## config.mk

```make
export PLATFORM = sky130hd
export DESIGN_NAME = abs_encoder_frame_spike_filter
export DESIGN_NICKNAME = d
export VERILOG_FILES = /design/src/design/afsf_pkg.sv /design/src/design/abs_encoder_frame_spike_filter.sv
export SDC_FILE = /design/constraint.sdc
export NUM_CORES = 1
export LEC_CHECK = 0
export ABC_AREA = 1
export CAP_MARGIN = 0
export CORE_ASPECT_RATIO = 0.8
export CORE_MARGIN = 4
export CORE_UTILIZATION = 50
export CTS_CLUSTER_SIZE = 20
export DETAILED_ROUTE_END_ITERATION = 10
export DONT_BUFFER_PORTS = 1
export PLACE_DENSITY_LB_ADDON = 0.05
export SYNTH_ARGS = -nofsm -noshare
export SYNTH_HDL_FRONTEND = slang
export SYNTH_SLANG_ARGS = --single-unit
```

## constraint.sdc

```tcl
create_clock -name clk -period 6.5 [get_ports clk]
set_clock_uncertainty 0.15 [all_clocks]
set_input_delay 1.95 -clock clk [delete_from_list [all_inputs] [get_ports clk]]
set_output_delay 1.95 -clock clk [all_outputs]
set_load 0.01 [all_outputs]
```

## src/design/afsf_pkg.sv

```systemverilog
// Shared types and constants for the absolute encoder frame spike filter.
`default_nettype none
package afsf_pkg;

	localparam int COUNT_W = 16;
	localparam int BYTE_W = 8;
	localparam int RATIO_W = 4;
	localparam int FILL_W = 3;
	localparam int CFG_IDX_W = 2;
	localparam int STEP_W = COUNT_W + 1;
	localparam int PROD_W = STEP_W + RATIO_W;

	localparam logic [FILL_W-1:0] FILL_COUNT = 3'd4;
	localparam logic [8:0] ALARM_MASK = 9'h1FF;
	localparam logic [COUNT_W-1:0] THRESHOLD_RESET = 16'd100;
	localparam logic [RATIO_W-1:0] RATIO_RESET = 4'd4;

	typedef enum logic [1:0] {
		ST_VALID = 2'd0,
		ST_ALARM = 2'd1,
		ST_SPIKE = 2'd2
	} status_t;

	typedef enum logic [CFG_IDX_W-1:0] {
		REG_JUMP_THRESHOLD = 2'd0,
		REG_JUMP_RATIO = 2'd1
	} cfg_reg_t;

	// Magnitude of the wrapped two's-complement difference a - b.
	function automatic logic [STEP_W-1:0] step_mag(input logic [COUNT_W-1:0] a,
		input logic [COUNT_W-1:0] b);
		logic [COUNT_W-1:0] d;
		d = a - b;
		if (d[COUNT_W-1]) begin
			return {1'b0, ~d} + STEP_W'(1);
		end
		return {1'b0, d};
	endfunction

endpackage
`default_nettype wire

```

## src/design/abs_encoder_frame_spike_filter.sv

```systemverilog
// Top level of the absolute encoder frame spike filter.
// Takes one four-byte encoder frame per word and returns one result word per frame: the
// filtered 16-bit count, a status (valid, alarm frame rejected, spike replaced) and the
// initial position latched from the first good frame. A frame is registered on entry and
// the filter works on it from the input register, writing the result register and the
// history at the same edge, so a frame can be taken every cycle while the result word is
// not stalled. While a result waits under stall the input stage takes one more frame
// and then stalls the input until the result word is taken.
// Registers: index 0 sets the spike step threshold, index 1 the ratio to the previous step.
`default_nettype none
module abs_encoder_frame_spike_filter (
	input  wire logic                                   clk,
	input  wire logic                                   arst_n,
	input  wire logic                                   cfg_valid,
	output logic                                        cfg_ready,
	input  wire logic [afsf_pkg::CFG_IDX_W-1:0]         cfg_index,
	input  wire logic [afsf_pkg::COUNT_W-1:0]           cfg_data,
	input  wire logic                                   in_valid,
	output logic                                        in_stall,
	input  wire logic [afsf_pkg::BYTE_W-1:0]            frame_byte0,
	input  wire logic [afsf_pkg::BYTE_W-1:0]            frame_byte1,
	input  wire logic [afsf_pkg::BYTE_W-1:0]            frame_byte2,
	input  wire logic [afsf_pkg::BYTE_W-1:0]            frame_byte3,
	output logic                                        out_valid,
	input  wire logic                                   out_stall,
	output logic [afsf_pkg::COUNT_W-1:0]                position,
	output afsf_pkg::status_t                           status,
	output logic [afsf_pkg::COUNT_W-1:0]                initial_position,
	output logic                                        initial_valid
);
	import afsf_pkg::*;

	logic [COUNT_W-1:0] threshold_q;
	logic [RATIO_W-1:0] ratio_q;

	logic valid_s1;
	logic [BYTE_W-1:0] b0_s1, b1_s1, b2_s1, b3_s1;

	logic [COUNT_W-1:0] last_q, before_last_q, start_q;
	logic [FILL_W-1:0] fill_q;
	logic latched_q;

	logic out_valid_q;
	logic [COUNT_W-1:0] position_q, initial_position_q;
	status_t status_q;
	logic initial_valid_q;

	logic advance, fire;
	logic alarm;
	logic [COUNT_W-1:0] count, extrap, result;
	logic [STEP_W-1:0] step, prev;
	logic [PROD_W-1:0] bound;
	logic filled, spike;

	assign cfg_ready = 1'b1;
	assign advance = ~out_valid_q | ~out_stall;
	assign in_stall = valid_s1 & ~advance;
	assign fire = valid_s1 & advance;

	always_comb begin
		alarm = |({b2_s1[0], b3_s1} & ALARM_MASK);
		count = {b0_s1[6:0], b1_s1, b2_s1[7]};
		step = step_mag(count, last_q);
		prev = step_mag(last_q, before_last_q);
		bound = PROD_W'(ratio_q) * PROD_W'(prev);
		extrap = {last_q[COUNT_W-2:0], 1'b0} - before_last_q;
		filled = (fill_q >= FILL_COUNT);
		spike = filled & (PROD_W'(step) > bound) & (step > STEP_W'(threshold_q));
		result = spike ? extrap : count;
	end

	always_ff @(posedge clk or negedge arst_n) begin
		if (!arst_n) begin
			threshold_q <= THRESHOLD_RESET;
			ratio_q <= RATIO_RESET;
		end else if (cfg_valid && cfg_ready) begin
			unique case (cfg_index)
				REG_JUMP_THRESHOLD: threshold_q <= cfg_data;
				REG_JUMP_RATIO: ratio_q <= cfg_data[RATIO_W-1:0];
				default: ;
			endcase
		end
	end

	// Input register
	always_ff @(posedge clk or negedge arst_n) begin
		if (!arst_n) begin
			valid_s1 <= 1'b0;
		end else if (!in_stall) begin
			valid_s1 <= in_valid;
		end
	end

	always_ff @(posedge clk) begin
		if (in_valid && !in_stall) begin
			b0_s1 <= frame_byte0;
			b1_s1 <= frame_byte1;
			b2_s1 <= frame_byte2;
			b3_s1 <= frame_byte3;
		end
	end

	// History and latched start position
	always_ff @(posedge clk or negedge arst_n) begin
		if (!arst_n) begin
			last_q <= '0;
			before_last_q <= '0;
			fill_q <= '0;
			start_q <= '0;
			latched_q <= 1'b0;
		end else if (fire && !alarm) begin
			last_q <= result;
			before_last_q <= last_q;
			if (!filled) begin
				fill_q <= fill_q + FILL_W'(1);
			end
			if (!latched_q) begin
				start_q <= result;
				latched_q <= 1'b1;
			end
		end
	end

	// Result register
	always_ff @(posedge clk or negedge arst_n) begin
		if (!arst_n) begin
			out_valid_q <= 1'b0;
			initial_valid_q <= 1'b0;
		end else if (advance) begin
			out_valid_q <= valid_s1;
			if (valid_s1) begin
				initial_valid_q <= latched_q | ~alarm;
			end
		end
	end

	always_ff @(posedge clk) begin
		if (fire) begin
			position_q <= alarm ? last_q : result;
			status_q <= alarm ? ST_ALARM : (spike ? ST_SPIKE : ST_VALID);
			initial_position_q <= (latched_q || alarm) ? start_q : result;
		end
	end

	assign out_valid = out_valid_q;
	assign position = position_q;
	assign status = status_q;
	assign initial_position = initial_position_q;
	assign initial_valid = initial_valid_q;

endmodule
`default_nettype wire

```

### Yosys cells after proc, flatten, opt, wreduce, memory -nomap -nowiden

Index checks and enable logic that the tools add are counted.

* register bits: 140
* output and inout bits: 38
* word-level logic and storage cells: 64

* add/sub/neg operators: 6
* multiply operators: 1
* magnitude comparators: 3
* eq/ne operators: 1
* muxes and demuxes: 10
* bitwise gates (word level): 14
* reduce and logical (&&, ||, !) cells: 12

Operator list (count)
* 2-to-1 mux 17 bit: 4
* 2-to-1 mux 16 bit: 3
* subtractor 16 bit: 3
* adder 16 x 1 -> 17 bit (second input constant): 2
* NOT 16 bit: 2
* greater-than comparator 17 x 21 -> 1 bit: 1
* multiplier 4 x 17 -> 21 bit: 1
* greater-than comparator 17 x 16 -> 1 bit: 1
* AND reduction 2 bit: 5
* OR reduction 9 bit: 1
* NOT 1 bit: 6
* AND 1 bit: 4
* adder 3 x 1 -> 3 bit (second input constant): 1
* greater-or-equal comparator 3 bit (second input constant): 1
* equality test 2 x 1 -> 1 bit (second input constant): 1
* logical AND 1 bit: 2
* zero test 1 bit: 2
* zero test 2 bit: 1
* 2-to-1 mux 1 bit: 2
* 2-to-1 mux 2 bit: 1
* OR 1 bit: 2
* logical OR 1 bit: 1

### Depth between registers and ports, before layout

* depth after elaboration: 11
* gate-level depth with buffers: 45
* gate-level depth less buffers: 45

### Worst setup path after synthesis

OpenSTA, ideal clock, no wires.

* path type: register -> register
* start: register last_q[0]
* end: register position_q[3], in the netlist position[3] (data pin)
* setup time: 0.253 ns
* arrival: 6.105 ns
* required time: 6.097 ns
* setup slack: -0.008 ns
* cell stages (with the launch flop): 39
* cell sequence: dfrtp_1 > inv_1 > ha_1 > inv_1 > fa_1 > nand3_1 > nand3_1 > xnor2_1 > nand3_1 > nor2_1 > nand2_1 > nand2_1 > xor2_1 > nor2_1 > fa_1 > inv_1 > fa_1 > inv_1 > [... 3 more ...] > inv_1 > o21ai_0 > a31oi_1 > xor2_1 > ha_1 > nand2_1 > nor2_1 > nand3b_1 > nor2_1 > nand2_1 > nand2_1 > nor2_1 > nand2_1 > nor3_4 > buf_6 > nand3_4 > nand3_1 > nand2_1

* cells in the longest elaborated chain, start to end: 11
* elaborated cells on any way between the ends: 20

RTL lines
* from (decl): line abs_encoder_frame_spike_filter.sv:39 `logic [COUNT_W-1:0] last_q, before_last_q, start_q;`
* from (signal assigned): line abs_encoder_frame_spike_filter.sv:112 `last_q <= result;`
* subtractor 16 bit: line afsf_pkg.sv:33 `d = a - b;`
* NOT 16 bit: line afsf_pkg.sv:35 `return {1'b0, ~d} + STEP_W'(1);`
* adder 16 x 1 -> 17 bit: line afsf_pkg.sv:35
* 2-to-1 mux 17 bit: line afsf_pkg.sv:34 `if (d[COUNT_W-1]) begin`
* 2-to-1 mux 17 bit: line afsf_pkg.sv:37 `return {1'b0, d};`
* multiplier 4 x 17 -> 21 bit: line abs_encoder_frame_spike_filter.sv:65 `bound = PROD_W'(ratio_q) * PROD_W'(prev);`
* greater-than comparator 17 x 21 -> 1 bit: line abs_encoder_frame_spike_filter.sv:68 `spike = filled & (PROD_W'(step) > bound) & (step > STEP_W'(threshold_q));`
* AND 1 bit (2 in a row): line abs_encoder_frame_spike_filter.sv:68
* 2-to-1 mux 16 bit (*): line abs_encoder_frame_spike_filter.sv:69 `result = spike ? extrap : count;`
* 2-to-1 mux 16 bit (*): line abs_encoder_frame_spike_filter.sv:139 `position_q <= alarm ? last_q : result;`
* to (signal assigned): line abs_encoder_frame_spike_filter.sv:139
* to (decl): line abs_encoder_frame_spike_filter.sv:44 `logic [COUNT_W-1:0] position_q, initial_position_q;`

Mark *: on every way between the ends. The rest lies on a longest branch, timed or not. The select of a mux whose other input is x is not followed.
A chain may end at the register's enable or synchronous reset.

### Worst setup path after layout

* start: register last_q[0]
* end: register initial_position_q[4], in the netlist initial_position[4] (data pin)

* cells in the longest elaborated chain, start to end: 11
* elaborated cells on any way between the ends: 20

RTL lines
* subtractor 16 bit: line afsf_pkg.sv:33
* NOT 16 bit: line afsf_pkg.sv:35
* adder 16 x 1 -> 17 bit: line afsf_pkg.sv:35
* 2-to-1 mux 17 bit: line afsf_pkg.sv:34
* 2-to-1 mux 17 bit: line afsf_pkg.sv:37
* multiplier 4 x 17 -> 21 bit: line abs_encoder_frame_spike_filter.sv:65
* greater-than comparator 17 x 21 -> 1 bit: line abs_encoder_frame_spike_filter.sv:68
* AND 1 bit (2 in a row): line abs_encoder_frame_spike_filter.sv:68
* 2-to-1 mux 16 bit (*): line abs_encoder_frame_spike_filter.sv:69
* 2-to-1 mux 16 bit (*): line abs_encoder_frame_spike_filter.sv:141 `initial_position_q <= (latched_q || alarm) ? start_q : result;`
* to (signal assigned): line abs_encoder_frame_spike_filter.sv:141
* to (decl): line abs_encoder_frame_spike_filter.sv:44

Marks and branches as above.

==> flow_summary_export.csv <==
group,metric,value,unit
synth,synth-xor-area-share,4.21,%
route,wl_per_cell,16.0,µm
final_layout,layout.nets,2116,
place,post_dp_cell_area,13800,µm²
synth,synth_edf_count,59,
clocking,cts_tree,"yes",
clocking,cts.sinks,134,
timing,fin_tns_setup,-2.77,ns
route,route.antenna.remaining_nets,0,
setup_path,worstPathArrival,6.64,ns
synth,ys_top_cells_by_count,"nand2_1, inv_1, nor2_1",
run,maxCapViolations,0,
synth,synth.distinct_cells,48,
power,power_per_cell_area,389,nW/µm²
synth,ys_seq_area_share,30.3,%
outcome,status,"finished, violations left",
clocking,h-tree-depth,4,
synth,ys_warn_count,0,
setup_path,reg2reg_to,"initial_position[4]$_DFFE_PP_",
place,io_buffers,0,
power,ir_worst_vdd,0.000406,V
synth,yosys_register_bits,134,
route,firstDrtPassIters,5,
global_routing,grt_start_max_net_pins,76,
final_layout,seqCellArea,3660,µm²
setup_path,critical-path-slowest-cell,"fa_1",
timing,min_period,6.60,ns
synth,synth_top_area_share,16.2,%
floorplanning,rows,50,
global_routing,grt_use_total,26.2,%
setup_path,crit_path_end_kind,"flip-flop",
timing,worst_slack,-0.0985,ns
worst_hold_path,hold_start,"start_q[8]$_DFFE_PN0P_",
floorplanning,boundaryPins,93,
synth,async_reset_ff_share,56.0,%
timing,setup_viol,44,
synth,synth_top_area_cell,"nand2_1",
floorplanning,die_w,182,µm
setup_path,rrSetupSlack,-0.1,ns
final_layout,n_antenna_cell,0,
final_layout,drive_above_1_share,30.7,%
clocking,cts-hold-fix-buffers,0,
setup_path,cpMostUsedCell,"inv_2",
synth,synth.most_common_cell,"nand2_1",
synth,synth_top_family_by_area,"simple AND/OR/NAND/NOR gates",
clocking,insertion_delay,0.44,ns
route,drc,0,
setup_path,cp_max_fo,6,
global_routing,grt_overflow,0,
final_layout,fillCellCount,1876,
worst_hold_path,min_to,"start_q[8]$_DFFE_PN0P_",
route,first_iter_violations,860,
synth,synth_ff_type,"dfrtp_1",
clocking,cts-root-buf,"clkbuf_16",
clocking,numCtsBuffers,17,
timing,rsz0062_at_grt,"true",
synth,synth.avg_cell_area,7.20,µm²
setup_path,slowest_delay,0.52,ns
setup_path,reg2reg_from,"last_q[0]$_DFFE_PN0P_",
final_layout,multi_input_area,8730,µm²
synth,synth_compound_area_share,6.21,%
synth,syn_inst,1673,
setup_path,cp-start-kind,"flip-flop",
floorplanning,die_area,26700,µm²
setup_path,r2r_cells,42,
timing,tightest_slew,1.07,ns
floorplanning,start_util,51.2,%
setup_path,critPathKind,"flip-flop to flip-flop",
final_layout,final_area,16500,µm²
timing,hold_viol_final,0,
synth,syn-cell-area,12000,µm²
clocking,path_clk_slew,0.07,ns
timing,max_slew_margin,28.8,%
route,routed_wl,36.0,mm
synth,muxShareOfSynthArea,0.0831,%
final_layout,area_delta_synth_final,37.2,%
floorplanning,core_area,23500,µm²
outcome,violations,"negative setup slack",
setup_path,required,6.54,ns
route,vias,11700,
global_routing,grt_pass1_vias,11100,
floorplanning,die_y,147,µm
timing,slew_violations,0,
place,dp_hpwl,26.0,mm
place,post-place-ws,-0.587,ns
route,drt-vias-per-instance,5.19,
timing,period_share,102,%
synth,synthSimpleGateAreaFrac,32.5,%
timing,max_freq,152,MHz
power,total_power,6.44,mW
power,p_leak,8.31,nW
global_routing,grt_pass1_wl,56.6,mm
worst_hold_path,hold_depth,2,
worst_hold_path,hold_path_class,"flip-flop to flip-flop",
synth,synthAdderAreaFrac,16.5,%
clocking,ctsLongestPathBuffers,2,
place,gp_congestion,0.929,
global_routing,antenna_found_initial,1,
synth,synth.area.top_cells,"nand2_1, dfrtp_1, edfxtp_1",
## worst max-delay path: cells and delay by family, from the launching register on
kind,cells,cell delay [ns]
adders and majority gates,6,2.17
and+or+nand+nor,19,1.61
buffers and inverters,12,1.24
xor gates and xnor gates,3,0.46
DFF,1,0.39
AOI/OAI and AO/OA,2,0.31
## per-layer routing
layer  vias to the layer above  wire length, µm  GRT usage (%)
met5                         -               13              0
met3                        38             2180           5.20
met4                         2              394           5.70
li1                       5803                -              -
met2                       335            16100           39.8
met1                      5481            17300           39.0
## power by group
part | switching, mW | internal, mW | total, mW
sequential | 0.0468 | 0.958 | 1.01
combinational | 2.37 | 2.08 | 4.45
clock | 0.411 | 0.573 | 0.985
## what timing repair did
item / 4_1_cts / 5_1_grt
endpoints found under the setup margin: 65 / 65
endpoints found under the hold margin: 0 / 0
resized for setup: 201 / 165
pin swaps: 122 / 93
cloned: 2 / 0
buffers inserted: 50 / 19
## registers in the layout, indices dropped and copies added, names as in the netlist, 2 cells and up
| signal | cells |
|---|---|
| last_q | 16 |
| start_q | 16 |
| status | 2 |
| position | 16 |
| fill_q | 3 |
| initial_position | 16 |
| b2_s1 | 2 |
| b3_s1 | 8 |
| b0_s1 | 7 |
| ratio_q | 4 |
| before_last_q | 16 |
| threshold_q | 16 |
| b1_s1 | 8 |
## worst max path at each step
| stage | start | endpoint | slack, ns | depth (start not counted) |
|---|---|---|---|---|
| final | last_q[0]$_DFFE_PN0P_ | initial_position[4]$_DFFE_PP_ | -0.1 | 42 |
| after global routing | last_q[0]$_DFFE_PN0P_ | position[1]$_DFFE_PP_ | -0.36 | 46 |
| after CTS | last_q[0]$_DFFE_PN0P_ | initial_position[11]$_DFFE_PP_ | -0.01 | 46 |
| after detailed placement | last_q[0]$_DFFE_PN0P_ | position[3]$_DFFE_PP_ | -0.59 | 40 |
| after global placement | last_q[0]$_DFFE_PN0P_ | position[15]$_DFFE_PP_ | -0.58 | 40 |
| after floorplan | last_q[0]$_DFFE_PN0P_ | position[3]$_DFFE_PP_ | 0.04 | 40 |
## cell usage in the layout, fill, tap and decap left out, types with 23 or more instances in the layout
| cell type | count |
|---|---|
| buf_4 | 225 |
| nand2_1 | 441 |
| nand4_1 | 28 |
| nand2_2 | 57 |
| fa_1 | 31 |
| xor2_1 | 23 |
| nand3_2 | 43 |
| inv_1 | 247 |
| o21ai_0 | 38 |
| edfxtp_1 | 59 |
| nor2_1 | 115 |
| dfrtp_1 | 66 |
| ha_4 | 27 |
| inv_2 | 35 |
| ha_1 | 78 |
| a21oi_1 | 66 |
| nand3_1 | 79 |
| nand2_4 | 31 |
## cell type report
| class | instances | area share (%) |
|---|---|---|
| Multi-Input combinational cell | 1230 | 52.8 |
| Timing Repair Buffer | 254 | 12.6 |
| Clock buffer | 17 | 2.57 |
| Sequential cell | 134 | 22.1 |
| Clock inverter | 15 | 1.02 |
| Tap cell | 312 | 2.36 |
| Inverter | 285 | 6.53 |
## per-stage QoR
| step | instances | util (%) | hold WS, ns |
|---|---|---|---|
| 4_1_cts | 2229 | 66.5 | 0.332 |
| 3_3_place_gp | 2146 | 58.5 | 0.312 |
| 6_report | 2247 | 70.3 | 0.319 |
| 2_1_floorplan | 1677 | - | 0.283 |
| 3_5_place_dp | 2146 | 58.5 | 0.315 |
| 5_1_grt | 2247 | 70.3 | 0.347 |
## logic make-up after synthesis
| family | after synthesis |
|---|---|
| DFF | 134 |
| other | 2 |
| buffers and inverters | 313 |
| adders and majority gates | 139 |
| AOI/OAI and AO/OA | 140 |
| muxes | 1 |
| and+or+nand+nor | 887 |
| xor gates and xnor gates | 57 |
Power figures use the tool's default switching activity.
